File: src/rtl/core/mcid_pkg.sv
// mcid_pkg: shared widths, reset values, register codes and stage types
// for the multi-channel impact detector; no dependencies
`timescale 1ns / 1ps

package mcid_pkg;

    localparam int MAX_CH  = 9;
    localparam int CH_W    = 4;
    localparam int SMP_W   = 12;
    localparam int TIME_W  = 32;
    localparam int CNT_W   = 16;
    localparam int THR_W   = 12;
    localparam int HOLD_W  = 16;
    localparam int CFG_W   = 16;
    localparam int CIDX_W  = 1;

    localparam logic [THR_W-1:0]  THR_RESET  = 12'd1000;
    localparam logic [HOLD_W-1:0] HOLD_RESET = 16'd120;

    localparam logic [CIDX_W-1:0] CFG_THRESHOLD = 1'b0;
    localparam logic [CIDX_W-1:0] CFG_HOLDOFF   = 1'b1;

    typedef struct packed {
        logic [TIME_W-1:0] now;
        logic [SMP_W-1:0]  peak;
        logic [CH_W-1:0]   ch;
        logic              thr_ok;
    } t_s1;

endpackage

File: src/rtl/core/mcid_scan_if.sv
// mcid_scan_if: input channel carrying one scan beat (timestamp and samples)
// depends on nothing
`timescale 1ns / 1ps

interface mcid_scan_if;
    logic        valid;
    logic        ready;
    logic [31:0] now_ms;
    logic [11:0] sample_0;
    logic [11:0] sample_1;
    logic [11:0] sample_2;
    logic [11:0] sample_3;
    logic [11:0] sample_4;
    logic [11:0] sample_5;
    logic [11:0] sample_6;
    logic [11:0] sample_7;
    logic [11:0] sample_8;

    modport source (
        output valid, now_ms, sample_0, sample_1, sample_2, sample_3, sample_4,
               sample_5, sample_6, sample_7, sample_8,
        input  ready
    );
    modport sink (
        input  valid, now_ms, sample_0, sample_1, sample_2, sample_3, sample_4,
               sample_5, sample_6, sample_7, sample_8,
        output ready
    );
endinterface

File: src/rtl/core/mcid_hit_if.sv
// mcid_hit_if: output channel carrying one hit event beat
// depends on nothing
`timescale 1ns / 1ps

interface mcid_hit_if;
    logic        valid;
    logic        ready;
    logic [31:0] hit_time;
    logic [3:0]  hit_channel;
    logic [11:0] hit_peak;
    logic [15:0] count_0;
    logic [15:0] count_1;
    logic [15:0] count_2;
    logic [15:0] count_3;
    logic [15:0] count_4;
    logic [15:0] count_5;
    logic [15:0] count_6;
    logic [15:0] count_7;
    logic [15:0] count_8;

    modport source (
        output valid, hit_time, hit_channel, hit_peak, count_0, count_1, count_2,
               count_3, count_4, count_5, count_6, count_7, count_8,
        input  ready
    );
    modport sink (
        input  valid, hit_time, hit_channel, hit_peak, count_0, count_1, count_2,
               count_3, count_4, count_5, count_6, count_7, count_8,
        output ready
    );
endinterface

File: src/rtl/core/mcid_peak.sv
// mcid_peak: registered max tree over the scan samples, lowest channel wins ties,
// plus the threshold test; depends on mcid_pkg
`timescale 1ns / 1ps

module mcid_peak #(
    parameter int NUM_CHANNELS = 9,
    parameter int SAMPLE_BITS  = 12
) (
    input  logic                          i_clk,
    input  logic                          i_load,
    input  logic [mcid_pkg::TIME_W-1:0]   i_now,
    input  logic [mcid_pkg::SMP_W-1:0]    i_sample [mcid_pkg::MAX_CH],
    input  logic [mcid_pkg::THR_W-1:0]    i_thr,
    output mcid_pkg::t_s1                 o_s1
);

    localparam int SW  = (SAMPLE_BITS < mcid_pkg::SMP_W) ? SAMPLE_BITS : mcid_pkg::SMP_W;
    localparam int LVL = $clog2(NUM_CHANNELS);
    localparam int NP  = 1 << LVL;

    logic [SW-1:0]             lvl_val [LVL+1][NP];
    logic [mcid_pkg::CH_W-1:0] lvl_ch  [LVL+1][NP];
    mcid_pkg::t_s1             n_s1;
    mcid_pkg::t_s1             r_s1;

    // leaves, padding lanes read as zero on a high index so they never win
    for (genvar n = 0; n < NP; n++) begin : g_leaf
        if (n < NUM_CHANNELS) begin : g_used
            assign lvl_val[0][n] = i_sample[n][SW-1:0];
        end else begin : g_pad
            assign lvl_val[0][n] = '0;
        end
        assign lvl_ch[0][n] = mcid_pkg::CH_W'(n);
    end

    for (genvar l = 0; l < LVL; l++) begin : g_lvl
        for (genvar n = 0; n < (NP >> (l + 1)); n++) begin : g_node
            logic take_hi;
            assign take_hi = lvl_val[l][2*n+1] > lvl_val[l][2*n];
            assign lvl_val[l+1][n] = take_hi ? lvl_val[l][2*n+1] : lvl_val[l][2*n];
            assign lvl_ch[l+1][n]  = take_hi ? lvl_ch[l][2*n+1]  : lvl_ch[l][2*n];
        end
        for (genvar n = (NP >> (l + 1)); n < NP; n++) begin : g_unused
            assign lvl_val[l+1][n] = '0;
            assign lvl_ch[l+1][n]  = '0;
        end
    end

    always_comb begin
        n_s1.now    = i_now;
        n_s1.peak   = mcid_pkg::SMP_W'(lvl_val[LVL][0]);
        n_s1.ch     = lvl_ch[LVL][0];
        n_s1.thr_ok = n_s1.peak >= i_thr;
    end

    always_ff @(posedge i_clk) begin
        if (i_load) begin
            r_s1 <= n_s1;
        end
    end

    assign o_s1 = r_s1;

endmodule

File: src/rtl/core/mcid_lane.sv
// mcid_lane: one channel's hit counter and last hit time, with its holdoff test
// depends on mcid_pkg
`timescale 1ns / 1ps

module mcid_lane (
    input  logic                          i_clk,
    input  logic                          i_rst_n,
    input  logic [mcid_pkg::TIME_W-1:0]   i_now,
    input  logic [mcid_pkg::HOLD_W-1:0]   i_holdoff,
    input  logic                          i_hit,
    output logic                          o_open,
    output logic [mcid_pkg::CNT_W-1:0]    o_count_next
);

    logic [mcid_pkg::CNT_W-1:0]  r_count;
    logic [mcid_pkg::CNT_W-1:0]  n_count;
    logic [mcid_pkg::TIME_W-1:0] r_last;
    logic [mcid_pkg::TIME_W-1:0] elapsed;

    // wraps modulo 2^32
    assign elapsed = i_now - r_last;
    assign o_open  = elapsed >= mcid_pkg::TIME_W'(i_holdoff);
    assign n_count = i_hit ? r_count + 1'b1 : r_count;
    assign o_count_next = n_count;

    always_ff @(posedge i_clk) begin
        if (!i_rst_n) begin
            r_count <= '0;
            r_last  <= '0;
        end else if (i_hit) begin
            r_count <= n_count;
            r_last  <= i_now;
        end
    end

endmodule

File: src/rtl/core/multi_channel_impact_detector.sv
// multi_channel_impact_detector: top level, peak stage, channel lanes and the
// merging output register; depends on mcid_pkg, mcid_scan_if, mcid_hit_if,
// mcid_peak, mcid_lane
//
//   port     dir  beat                                     role
//   i_scan   in   now_ms, sample_0..sample_8               one scan per beat
//   o_hit    out  hit_time, hit_channel, hit_peak, counts  zero or one per scan
//   i_cfg_*  in   index, data (no handshake)               threshold, holdoff
//
// one scan per cycle unless o_hit stalls; hits leave from the output register
// stage one is the max tree, stage two the lane holdoff test and counter update
// synchronous active-low reset clears counters, last hit times and valid flags
// while a hit waits on o_hit stage one takes one more scan, then i_scan stalls
`timescale 1ns / 1ps

module multi_channel_impact_detector #(
    parameter int NUM_CHANNELS = 9,
    parameter int SAMPLE_BITS  = 12
) (
    input  logic                            i_clk,
    input  logic                            i_rst_n,
    mcid_scan_if.sink                       i_scan,
    mcid_hit_if.source                      o_hit,
    input  logic                            i_cfg_we,
    input  logic [mcid_pkg::CIDX_W-1:0]     i_cfg_idx,
    input  logic [mcid_pkg::CFG_W-1:0]      i_cfg_data
);

    logic [mcid_pkg::THR_W-1:0]  r_thr;
    logic [mcid_pkg::HOLD_W-1:0] r_holdoff;

    logic [mcid_pkg::SMP_W-1:0]  scan_smp [mcid_pkg::MAX_CH];
    logic                        accept;
    logic                        adv;
    logic                        r_s1_valid;
    mcid_pkg::t_s1               s1;

    logic [NUM_CHANNELS-1:0]     lane_sel;
    logic [NUM_CHANNELS-1:0]     lane_open;
    logic [NUM_CHANNELS-1:0]     lane_hit;
    logic [mcid_pkg::CNT_W-1:0]  lane_cnt [NUM_CHANNELS];
    logic                        hit;

    logic                        r_out_valid;
    logic [mcid_pkg::TIME_W-1:0] r_hit_time;
    logic [mcid_pkg::CH_W-1:0]   r_hit_ch;
    logic [mcid_pkg::SMP_W-1:0]  r_hit_peak;
    logic [mcid_pkg::CNT_W-1:0]  r_count [mcid_pkg::MAX_CH];

    // configuration
    always_ff @(posedge i_clk) begin
        if (!i_rst_n) begin
            r_thr     <= mcid_pkg::THR_RESET;
            r_holdoff <= mcid_pkg::HOLD_RESET;
        end else if (i_cfg_we) begin
            unique case (i_cfg_idx)
                mcid_pkg::CFG_THRESHOLD: r_thr     <= i_cfg_data[mcid_pkg::THR_W-1:0];
                mcid_pkg::CFG_HOLDOFF:   r_holdoff <= i_cfg_data[mcid_pkg::HOLD_W-1:0];
                default: ;
            endcase
        end
    end

    assign scan_smp[0] = i_scan.sample_0;
    assign scan_smp[1] = i_scan.sample_1;
    assign scan_smp[2] = i_scan.sample_2;
    assign scan_smp[3] = i_scan.sample_3;
    assign scan_smp[4] = i_scan.sample_4;
    assign scan_smp[5] = i_scan.sample_5;
    assign scan_smp[6] = i_scan.sample_6;
    assign scan_smp[7] = i_scan.sample_7;
    assign scan_smp[8] = i_scan.sample_8;

    // stage two drains when the output register is free or being taken
    assign adv          = !r_out_valid || o_hit.ready;
    assign i_scan.ready = !r_s1_valid || adv;
    assign accept       = i_scan.valid && i_scan.ready;

    always_ff @(posedge i_clk) begin
        if (!i_rst_n) begin
            r_s1_valid <= 1'b0;
        end else if (accept) begin
            r_s1_valid <= 1'b1;
        end else if (adv) begin
            r_s1_valid <= 1'b0;
        end
    end

    mcid_peak #(
        .NUM_CHANNELS (NUM_CHANNELS),
        .SAMPLE_BITS  (SAMPLE_BITS)
    ) u_peak (
        .i_clk    (i_clk),
        .i_load   (accept),
        .i_now    (i_scan.now_ms),
        .i_sample (scan_smp),
        .i_thr    (r_thr),
        .o_s1     (s1)
    );

    for (genvar i = 0; i < NUM_CHANNELS; i++) begin : g_lane
        assign lane_sel[i] = s1.ch == mcid_pkg::CH_W'(i);
        assign lane_hit[i] = lane_sel[i] && hit;

        mcid_lane u_lane (
            .i_clk        (i_clk),
            .i_rst_n      (i_rst_n),
            .i_now        (s1.now),
            .i_holdoff    (r_holdoff),
            .i_hit        (lane_hit[i]),
            .o_open       (lane_open[i]),
            .o_count_next (lane_cnt[i])
        );
    end

    // merge: the peak channel's lane decides
    assign hit = r_s1_valid && adv && s1.thr_ok && |(lane_sel & lane_open);

    always_ff @(posedge i_clk) begin
        if (!i_rst_n) begin
            r_out_valid <= 1'b0;
        end else if (adv) begin
            r_out_valid <= hit;
        end
    end

    always_ff @(posedge i_clk) begin
        if (hit) begin
            r_hit_time <= s1.now;
            r_hit_ch   <= s1.ch;
            r_hit_peak <= s1.peak;
        end
    end

    for (genvar i = 0; i < mcid_pkg::MAX_CH; i++) begin : g_cnt
        if (i < NUM_CHANNELS) begin : g_used
            always_ff @(posedge i_clk) begin
                if (hit) begin
                    r_count[i] <= lane_cnt[i];
                end
            end
        end else begin : g_unused
            assign r_count[i] = '0;
        end
    end

    assign o_hit.valid       = r_out_valid;
    assign o_hit.hit_time    = r_hit_time;
    assign o_hit.hit_channel = r_hit_ch;
    assign o_hit.hit_peak    = r_hit_peak;
    assign o_hit.count_0     = r_count[0];
    assign o_hit.count_1     = r_count[1];
    assign o_hit.count_2     = r_count[2];
    assign o_hit.count_3     = r_count[3];
    assign o_hit.count_4     = r_count[4];
    assign o_hit.count_5     = r_count[5];
    assign o_hit.count_6     = r_count[6];
    assign o_hit.count_7     = r_count[7];
    assign o_hit.count_8     = r_count[8];

`ifndef SYNTHESIS
    a_one_lane: assert property (@(posedge i_clk) disable iff (!i_rst_n)
        $onehot0(lane_hit))
        else $error("more than one lane updated");

    a_hit_loads: assert property (@(posedge i_clk) disable iff (!i_rst_n)
        hit |=> (o_hit.valid && o_hit.hit_time == $past(s1.now)
                 && o_hit.hit_channel == $past(s1.ch)))
        else $error("hit beat does not match its scan");

    a_peak_thr: assert property (@(posedge i_clk) disable iff (!i_rst_n)
        o_hit.valid |-> o_hit.hit_peak >= r_thr)
        else $error("hit beat below threshold");

    a_ch_range: assert property (@(posedge i_clk) disable iff (!i_rst_n)
        r_s1_valid |-> s1.ch < mcid_pkg::CH_W'(NUM_CHANNELS))
        else $error("peak channel out of range");
`endif

endmodule

File: src/flat_wrapper.sv
// flat-port wrapper written by rule: the top's interface ports become plain ports
module multi_channel_impact_detector_flat 
#(
    parameter int NUM_CHANNELS = 9,
    parameter int SAMPLE_BITS  = 12
)
  (i_clk, i_rst_n, i_cfg_we, i_cfg_idx, i_cfg_data, i_scan_valid, i_scan_now_ms, i_scan_sample_0, i_scan_sample_1, i_scan_sample_2, i_scan_sample_3, i_scan_sample_4, i_scan_sample_5, i_scan_sample_6, i_scan_sample_7, i_scan_sample_8, i_scan_ready, o_hit_valid, o_hit_hit_time, o_hit_hit_channel, o_hit_hit_peak, o_hit_count_0, o_hit_count_1, o_hit_count_2, o_hit_count_3, o_hit_count_4, o_hit_count_5, o_hit_count_6, o_hit_count_7, o_hit_count_8, o_hit_ready);
  mcid_scan_if i_scan_i ();
  mcid_hit_if o_hit_i ();
  input  logic i_clk;
  input  logic i_rst_n;
  input  logic i_cfg_we;
  input  logic [mcid_pkg::CIDX_W-1:0] i_cfg_idx;
  input  logic [mcid_pkg::CFG_W-1:0] i_cfg_data;
  input wire logic [$bits(i_scan_i.valid)-1:0] i_scan_valid;
  input wire logic [$bits(i_scan_i.now_ms)-1:0] i_scan_now_ms;
  input wire logic [$bits(i_scan_i.sample_0)-1:0] i_scan_sample_0;
  input wire logic [$bits(i_scan_i.sample_1)-1:0] i_scan_sample_1;
  input wire logic [$bits(i_scan_i.sample_2)-1:0] i_scan_sample_2;
  input wire logic [$bits(i_scan_i.sample_3)-1:0] i_scan_sample_3;
  input wire logic [$bits(i_scan_i.sample_4)-1:0] i_scan_sample_4;
  input wire logic [$bits(i_scan_i.sample_5)-1:0] i_scan_sample_5;
  input wire logic [$bits(i_scan_i.sample_6)-1:0] i_scan_sample_6;
  input wire logic [$bits(i_scan_i.sample_7)-1:0] i_scan_sample_7;
  input wire logic [$bits(i_scan_i.sample_8)-1:0] i_scan_sample_8;
  output wire logic [$bits(i_scan_i.ready)-1:0] i_scan_ready;
  output wire logic [$bits(o_hit_i.valid)-1:0] o_hit_valid;
  output wire logic [$bits(o_hit_i.hit_time)-1:0] o_hit_hit_time;
  output wire logic [$bits(o_hit_i.hit_channel)-1:0] o_hit_hit_channel;
  output wire logic [$bits(o_hit_i.hit_peak)-1:0] o_hit_hit_peak;
  output wire logic [$bits(o_hit_i.count_0)-1:0] o_hit_count_0;
  output wire logic [$bits(o_hit_i.count_1)-1:0] o_hit_count_1;
  output wire logic [$bits(o_hit_i.count_2)-1:0] o_hit_count_2;
  output wire logic [$bits(o_hit_i.count_3)-1:0] o_hit_count_3;
  output wire logic [$bits(o_hit_i.count_4)-1:0] o_hit_count_4;
  output wire logic [$bits(o_hit_i.count_5)-1:0] o_hit_count_5;
  output wire logic [$bits(o_hit_i.count_6)-1:0] o_hit_count_6;
  output wire logic [$bits(o_hit_i.count_7)-1:0] o_hit_count_7;
  output wire logic [$bits(o_hit_i.count_8)-1:0] o_hit_count_8;
  input wire logic [$bits(o_hit_i.ready)-1:0] o_hit_ready;
  assign i_scan_i.valid = i_scan_valid;
  assign i_scan_i.now_ms = i_scan_now_ms;
  assign i_scan_i.sample_0 = i_scan_sample_0;
  assign i_scan_i.sample_1 = i_scan_sample_1;
  assign i_scan_i.sample_2 = i_scan_sample_2;
  assign i_scan_i.sample_3 = i_scan_sample_3;
  assign i_scan_i.sample_4 = i_scan_sample_4;
  assign i_scan_i.sample_5 = i_scan_sample_5;
  assign i_scan_i.sample_6 = i_scan_sample_6;
  assign i_scan_i.sample_7 = i_scan_sample_7;
  assign i_scan_i.sample_8 = i_scan_sample_8;
  assign i_scan_ready = i_scan_i.ready;
  assign o_hit_valid = o_hit_i.valid;
  assign o_hit_hit_time = o_hit_i.hit_time;
  assign o_hit_hit_channel = o_hit_i.hit_channel;
  assign o_hit_hit_peak = o_hit_i.hit_peak;
  assign o_hit_count_0 = o_hit_i.count_0;
  assign o_hit_count_1 = o_hit_i.count_1;
  assign o_hit_count_2 = o_hit_i.count_2;
  assign o_hit_count_3 = o_hit_i.count_3;
  assign o_hit_count_4 = o_hit_i.count_4;
  assign o_hit_count_5 = o_hit_i.count_5;
  assign o_hit_count_6 = o_hit_i.count_6;
  assign o_hit_count_7 = o_hit_i.count_7;
  assign o_hit_count_8 = o_hit_i.count_8;
  assign o_hit_i.ready = o_hit_ready;
  multi_channel_impact_detector #(.NUM_CHANNELS(NUM_CHANNELS), .SAMPLE_BITS(SAMPLE_BITS)) u_core (.i_clk(i_clk), .i_rst_n(i_rst_n), .i_scan(i_scan_i), .o_hit(o_hit_i), .i_cfg_we(i_cfg_we), .i_cfg_idx(i_cfg_idx), .i_cfg_data(i_cfg_data));
endmodule
File: config.mk
export PLATFORM = sky130hd
export DESIGN_NAME = multi_channel_impact_detector_flat
export DESIGN_NICKNAME = d
export VERILOG_FILES = /design/src/rtl/core/mcid_pkg.sv /design/src/rtl/core/mcid_scan_if.sv /design/src/rtl/core/mcid_hit_if.sv /design/src/rtl/core/mcid_peak.sv /design/src/rtl/core/mcid_lane.sv /design/src/rtl/core/multi_channel_impact_detector.sv /design/src/flat_wrapper.sv
export SDC_FILE = /design/constraint.sdc
export NUM_CORES = 2
export LEC_CHECK = 0
export ABC_AREA = 1
export CAP_MARGIN = 20
export CORE_ASPECT_RATIO = 0.5
export CORE_MARGIN = 4
export CORE_UTILIZATION = 50
export CTS_CLUSTER_DIAMETER = 100
export DETAILED_ROUTE_END_ITERATION = 16
export DONT_BUFFER_PORTS = 1
export PLACE_DENSITY = 0.67
export SLEW_MARGIN = 20
export SYNTH_ARGS = -nofsm -noshare
export SYNTH_HDL_FRONTEND = slang
export SYNTH_HIERARCHICAL = 1
export SYNTH_SLANG_ARGS = --single-unit
File: constraint.sdc
create_clock -name i_clk -period 25.1 [get_ports i_clk]
set_input_delay 5.02 -clock i_clk [delete_from_list [all_inputs] [get_ports i_clk]]
set_output_delay 5.02 -clock i_clk [all_outputs]
set_load 0.01 [all_outputs]
=== Yosys cells after proc, flatten, opt, wreduce, memory -nomap -nowiden ===
Memories as Yosys holds them, arrays and structs flattened.
Cells that the tools add are included.
Widths: inputs -> output; s select.

* Add/subtract/negate cells: 18
* Magnitude comparators: 21
* Equal/unequal tests: 8
* Muxes and demuxes: 35
* Bitwise logic cells: 2
* Reductions and logical operators: 22

{| class="wikitable"
|+ Operators by type and width
! operator !! number
|-
| $ge 32x16->1 || 9
|-
| $sub 32x32->32 || 9
|-
| $add 16x1->16 const B || 9
|-
| $mux 16 || 9
|-
| $mux 12 || 11
|-
| $gt 12x12->1 || 8
|-
| $gt 1x12->1 const A || 3
|-
| $eq 4x3->1 const B || 4
|-
| $logic_and 1x1->1 || 13
|-
| $ge 12x12->1 || 1
|-
| $and 9x9->9 || 1
|-
| $mux 1 || 9
|-
| $reduce_or 9->1 || 1
|-
| $eq 4x2->1 const B || 2
|-
| $mux 2 || 3
|-
| $mux 3 || 2
|-
| $eq 4x1->1 const B || 1
|-
| $eq 4x4->1 const B || 1
|-
| $logic_not 4->1 || 1
|-
| $mux 4 || 1
|-
| $reduce_and 2->1 || 2
|-
| $logic_not 1->1 || 2
|-
| $logic_or 1x1->1 || 2
|-
| $reduce_bool 2->1 || 1
|-
| $not 1->1 || 1
|}

* Register bits: 559
* Bits in writable memories: 144
* Bits of input ports: 162
* Output and inout port bits: 194
* Word-level logic and storage cells: 136
* Memories kept: 1

{| class="wikitable"
|+ Memories
! name !! depth !! width !! read ports !! clocked after Yosys merged registers in !! write ports !! line !! RTL
|-
| u_core.r_count || 9 || 16 || 9 || 0 || 9 || multi_channel_impact_detector.sv:48 || <nowiki>logic [mcid_pkg::CNT_W-1:0] r_count [mcid_pkg::MAX_CH];</nowiki>
|}

=== Logic depth before layout (Yosys ltp) ===
* Depth after elaboration: 9
* Gate-level depth with buffers: 59
* Gate-level depth less buffers: 56

=== By module ===
The synthesis kept the hierarchy.

{| class="wikitable"
|+ By module, submodules not included
! module !! times used !! cells an instance !! area an instance (sq um) !! seq. area each (sq um)
|-
| mcid_lane at u_core.g_lane[1].u_lane ... || 6 || 836 || 4,753.3 || 960.9
|-
| mcid_lane at u_core.g_lane[0].u_lane ... || 3 || 849 || 4,813.4 || 960.9
|-
| multi_channel_impact_detector || 1 || 378 || 7,060.5 || 6,366.1
|-
| mcid_peak || 1 || 733 || 5,487.8 || 1,471.4
|}

=== Worst setup path before layout ===
OpenSTA, ideal clock, no wires.

* Kind: input port to flip-flop
* From: input i_scan_sample_4[7]
* To: register u_core.u_peak.r_s1 (netlist bit u_core/u_peak/o_s1[0]), data pin
* Library setup time: 0.259 ns
* Arrival time: 11.662 ns
* Required time: 24.841 ns
* Path slack: 13.179 ns
* Cell stages on the path: 44
* Path buffers: 4
* Cells stage by stage: inv_1 > ha_1 > a21oi_1 > o21ai_0 > a21oi_1 > o2bb2ai_1 > clkbuf_1 > o21ai_0 > ha_1 > nand2_1 > o21a_1 > o221ai_1 > nor2_1 > a31oi_1 > clkbuf_1 > o21ai_0 > ha_1 > a21oi_1 > [8 not listed] > ha_1 > nand4_1 > nor4b_1 > nand2_1 > o211ai_1 > nand2_1 > inv_1 > clkbuf_1 > nand2_1 > nand2_1 > ha_1 > a21oi_1 > o21bai_1 > a21oi_1 > o221ai_1 > nand3_1 > a21oi_1 > a211o_1

{| class="wikitable"
|+ RTL lines
! element !! line !! RTL
|-
| from (decl) || flat_wrapper.sv:21 || <nowiki>input wire logic [$bits(i_scan_i.sample_4)-1:0] i_scan_sample_4;</nowiki>
|-
| to (signal assigned) || mcid_peak.sv:58 || <nowiki>r_s1 <= n_s1;</nowiki>
|-
| to (decl) || mcid_peak.sv:24 || <nowiki>mcid_pkg::t_s1 r_s1;</nowiki>
|}

==> impl_results.md <==
- Result of the run: completed
- # clock sinks: 703
- Vias/cell: 5.03
- Min-Delay Path Class: flop to flop
- Reported max-cap violation count: 0
- Setup TNS: 0 ns
- Synthesis-stage register bit count: 703
- Setup fix buffers added after clock tree synthesis: 0
- Share of cells above drive strength 1: 0.0374
- Antenna violations before repair: 8
- Crit path max fanout: 25
- Area share of and/or/nand/nor cells after synthesis: 0.313
- Wire length after detailed routing: 169,000 µm
- Remaining Overflow, GRT: 0
- Number of buffers between clock root and the deepest sink: 3
- Standard-cell row count: 86
- Global-route wire length before repair: 259,000 µm
- Final cell count without fillers: 10,218
- Post-synthesis cell count: 8,674
- Syn_nets: 9,383
- CTS H-tree depth: 3
- Worst IR drop on VDD: 0.0544 mV
- Area Growth Syn to Fin: 7.67%
- Half-perimeter wire length after detailed placement: 126,000 µm
- First-pass iteration count of the detailed router: 8
- Vias in the first global route: 45,998
- Post-synthesis average cell area: 6.40 µm²
- Fraction of the mapped netlist area in compound gates: 0.102
- Die Footprint: 117,000 µm²
- Largest family of logic cells by synthesized area: simple AND/OR/NAND/NOR gates
- Drc violations: 0
- WL per Instance: 16.5 µm
- Portion of netlist area occupied by mux cells: 0.000180
- Sequential element share of the synthesized area: 0.297
- Warnings, synthesis: 6
- Internal power: 2.31 mW
- Skew-Pair Late Insertion Delay: 0.71 ns
- Leakage: 31.3 nW
- Pin count of the biggest net entering global routing: 327
- Setup skew after layout: 0.0546 ns
- NetSw: 1.38 mW
- Final worst-path cycle share: 0.535
- Sw Share: 0.373
- Number of setup violations in the final report: 0
- Transition time at the pin with the least slew margin: 1.18 ns
- Number of nets still failing antenna checks after routing: 0
- Clock edge transition at the registers on the reported setup and hold paths: 0.07 ns
- Violation count after the first detailed-routing iteration: 4,081
- Number of I/O port buffers: 0
- Part of the power in registers: 0.370
- Data arrival time of the worst path: 13.84 ns
- WS Path Type: primary input to flop
- Cell variety after synth: 52
- Critical Path End Type: flop
- Required arrival time at the worst endpoint: 25.52 ns
- Fraction of power consumed by the clock network: 0.313
- Netlist Area Pre-Place: 55,500 µm²
- Combinational Power Share: 0.317
- Relative max-transition margin: 0.212
- CTS root buf: sky130_fd_sc_hd__clkbuf_16
- Number of hold-repair buffers added at the cts stage: 0
- Largest stage delay on the critical path: 0.70 ns
- DIE HEIGHT: 244 µm
- Clock tree from TritonCTS: yes
- F_max: 74.5 MHz
- Adder and majority gate portion of the synthesized area: 0.125
- Max Slew Vio Count: 0
- CTS buffer count: 72
- Slowest cell on the critical path: sky130_fd_sc_hd__o21ai_2
- Total placed cells including tap cells: 10,084
- Most prevalent standard cell on the critical path: sky130_fd_sc_hd__nand2_1
- Post-Synth XOR/XNOR Area: 0.0279
- GRT Total Usage: 0.282
- Final number of hold-violating endpoints: 0
- Resized cells post-CTS: 0
- I/O pin count: 356
- Startpoint Class: primary input
- Via count: 51,402
- Power density relative to cell area: 61.8 nW/µm²
- Core footprint: 110,000 µm²
- Effective utilization at floorplan: 0.504
- NumNets Final: 9,371
- Setup repair after global routing missed its margin: false
- Fin crit period: 13.42 ns
- Width of the chip: 479 µm
- Routability congestion estimate from global placement: 0.970
-- final timing paths --
check	from	endpoint	slack (ns)	cells past startpoint
worst max-delay path	i_scan_sample_6[7]	u_core/u_peak/o_s1[0]	11.68	47
worst min-delay path	u_core/u_peak/o_s1[5]	u_core/o_hit.hit_peak[0]	0.40	0
worst max register to register	u_core/u_peak/o_s1[31]	u_core/g_lane[4].u_lane/r_last[19]	18.18	29
worst min register to register	u_core/u_peak/o_s1[5]	u_core/o_hit.hit_peak[0]	0.40	0
-- per-stage QoR --
stage	area, µm²	setup WS, ns	utilization	hold slack (ns)	power, mW
after floorplan	55500	13.18	-	0.400	2.24
after CTS	59800	11.78	0.542	0.405	3.71
after global placement	57200	11.02	0.519	0.401	2.53
final	59800	11.68	0.542	0.404	3.69
after global routing	59800	10.72	0.542	0.420	3.95
after detailed placement	57200	11.12	0.519	0.405	2.54
-- synth_stat cells, drive strengths merged --
cell type | number | area (µm²)
nand2 | 2682 | 10200
inv | 1849 | 6940
nor2 | 778 | 3010
a21oi | 593 | 2970
ha | 538 | 6730
dfxtp | 462 | 9250
o21ai | 388 | 1950
nand3 | 375 | 1910
edfxtp | 241 | 7240
xor2 | 165 | 1450
nand4 | 121 | 778
nor3 | 117 | 838
clkbuf | 98 | 368
buf | 39 | 176
or2 | 36 | 225
a211oi | 31 | 233
and2 | 28 | 178
o21bai | 28 | 210
a21o | 20 | 150
nand3b | 19 | 143
a31oi | 13 | 81.3
and3 | 13 | 81.3
xnor2 | 12 | 105
fa | 9 | 180
nor3b | 6 | 45.0
o211ai | 2 | 15.0
o21a | 2 | 15.0
o221ai | 2 | 17.5
a211o | 1 | 8.76
a221oi | 1 | 8.76
a31o | 1 | 8.76
clkinv | 1 | 3.75
mux2i | 1 | 10.0
nor4b | 1 | 8.76
o2bb2ai | 1 | 8.76
-- area by class of cell --
type	count	area, µm²
Clock buffer	92	1950
Multi-Input combinational cell	5984	31500
Clock inverter	40	576
Tap cell	1496	1870
Antenna cell	2	5.00
Fill cell	11378	50400
Inverter	1850	6950
Timing Repair Buffer	51	383
Sequential cell	703	16500
-- cells in the final DEF (no fill, tap or decap), types with 5 or more instances in the layout --
cell type,synthesis,layout
sky130_fd_sc_hd__a211oi_1,31,31
sky130_fd_sc_hd__a21o_1,20,20
sky130_fd_sc_hd__a21oi_1,593,593
sky130_fd_sc_hd__a31oi_1,13,12
sky130_fd_sc_hd__and2_1,27,27
sky130_fd_sc_hd__and3_1,13,13
sky130_fd_sc_hd__buf_4,1,51
sky130_fd_sc_hd__bufinv_16,0,7
sky130_fd_sc_hd__clkbuf_1,98,13
sky130_fd_sc_hd__clkbuf_16,0,72
sky130_fd_sc_hd__clkbuf_8,0,7
sky130_fd_sc_hd__clkinv_1,1,6
sky130_fd_sc_hd__clkinv_16,0,7
sky130_fd_sc_hd__clkinv_2,0,18
sky130_fd_sc_hd__dfxtp_1,462,460
sky130_fd_sc_hd__edfxtp_1,241,241
sky130_fd_sc_hd__fa_1,9,9
sky130_fd_sc_hd__ha_1,538,538
sky130_fd_sc_hd__inv_1,1836,1830
sky130_fd_sc_hd__inv_2,13,13
sky130_fd_sc_hd__nand2_1,2649,2649
sky130_fd_sc_hd__nand2_2,28,28
sky130_fd_sc_hd__nand2_4,5,5
sky130_fd_sc_hd__nand3_1,368,368
sky130_fd_sc_hd__nand3_2,7,7
sky130_fd_sc_hd__nand3b_1,19,19
sky130_fd_sc_hd__nand4_1,119,119
sky130_fd_sc_hd__nor2_1,745,745
sky130_fd_sc_hd__nor2_2,32,32
sky130_fd_sc_hd__nor3_1,89,89
sky130_fd_sc_hd__nor3_2,10,10
sky130_fd_sc_hd__nor3_4,18,18
sky130_fd_sc_hd__nor3b_1,6,6
sky130_fd_sc_hd__o21ai_0,386,386
sky130_fd_sc_hd__o21bai_1,28,28
sky130_fd_sc_hd__or2_2,33,33
sky130_fd_sc_hd__xnor2_1,12,12
sky130_fd_sc_hd__xor2_1,165,165
-- per-layer routing --
metal,up-vias,part of all wire,track usage
li1,27055,-,-
met1,22695,0.45,0.378
met2,1381,0.43,0.440
met3,269,0.083,0.0687
met4,2,0.043,0.107
met5,-,0.000053,0
-- kinds of logic after synthesis --
| family | Yosys count |
|---|---|
| and+or+nand+nor | 4176 |
| muxes | 1 |
| buffers and inverters | 1987 |
| xor gates and xnor gates | 177 |
| AOI/OAI and AO/OA | 1083 |
| DFF | 703 |
| adders and majority gates | 547 |
-- critical path: cells and delay by family --
family	cells	cell delay, ns
simple gates	23	2.94
compound gates	13	3.24
buf+inv	6	1.07
fa+ha+maj	5	1.53
-- power by group through the flow --
stage / clock network, mW / registers (mW) / logic [mW]
final: 1.16 / 1.37 / 1.17
after global routing: 1.23 / 1.37 / 1.35
after CTS: 1.18 / 1.37 / 1.16
after detailed placement: 0 / 1.39 / 1.15
after global placement: 0 / 1.39 / 1.14
after floorplan: 0 / 1.37 / 0.871
-- registers in the layout, summed over array words and instances, names as in the netlist --
register                      cells
u_core/g_lane.u_lane/r_last     288
u_core/r_count                  144
u_core/o_hit.valid                1
u_core/r_s1_valid                 1
u_core/g_lane.u_lane/r_count    144
u_core/u_peak/o_s1               49
u_core/r_holdoff                 16
u_core/o_hit.hit_channel          4
u_core/r_thr                     12
u_core/o_hit.hit_time            32
u_core/o_hit.hit_peak            12
No activity file was read; power rests on OpenSTA's default activity.
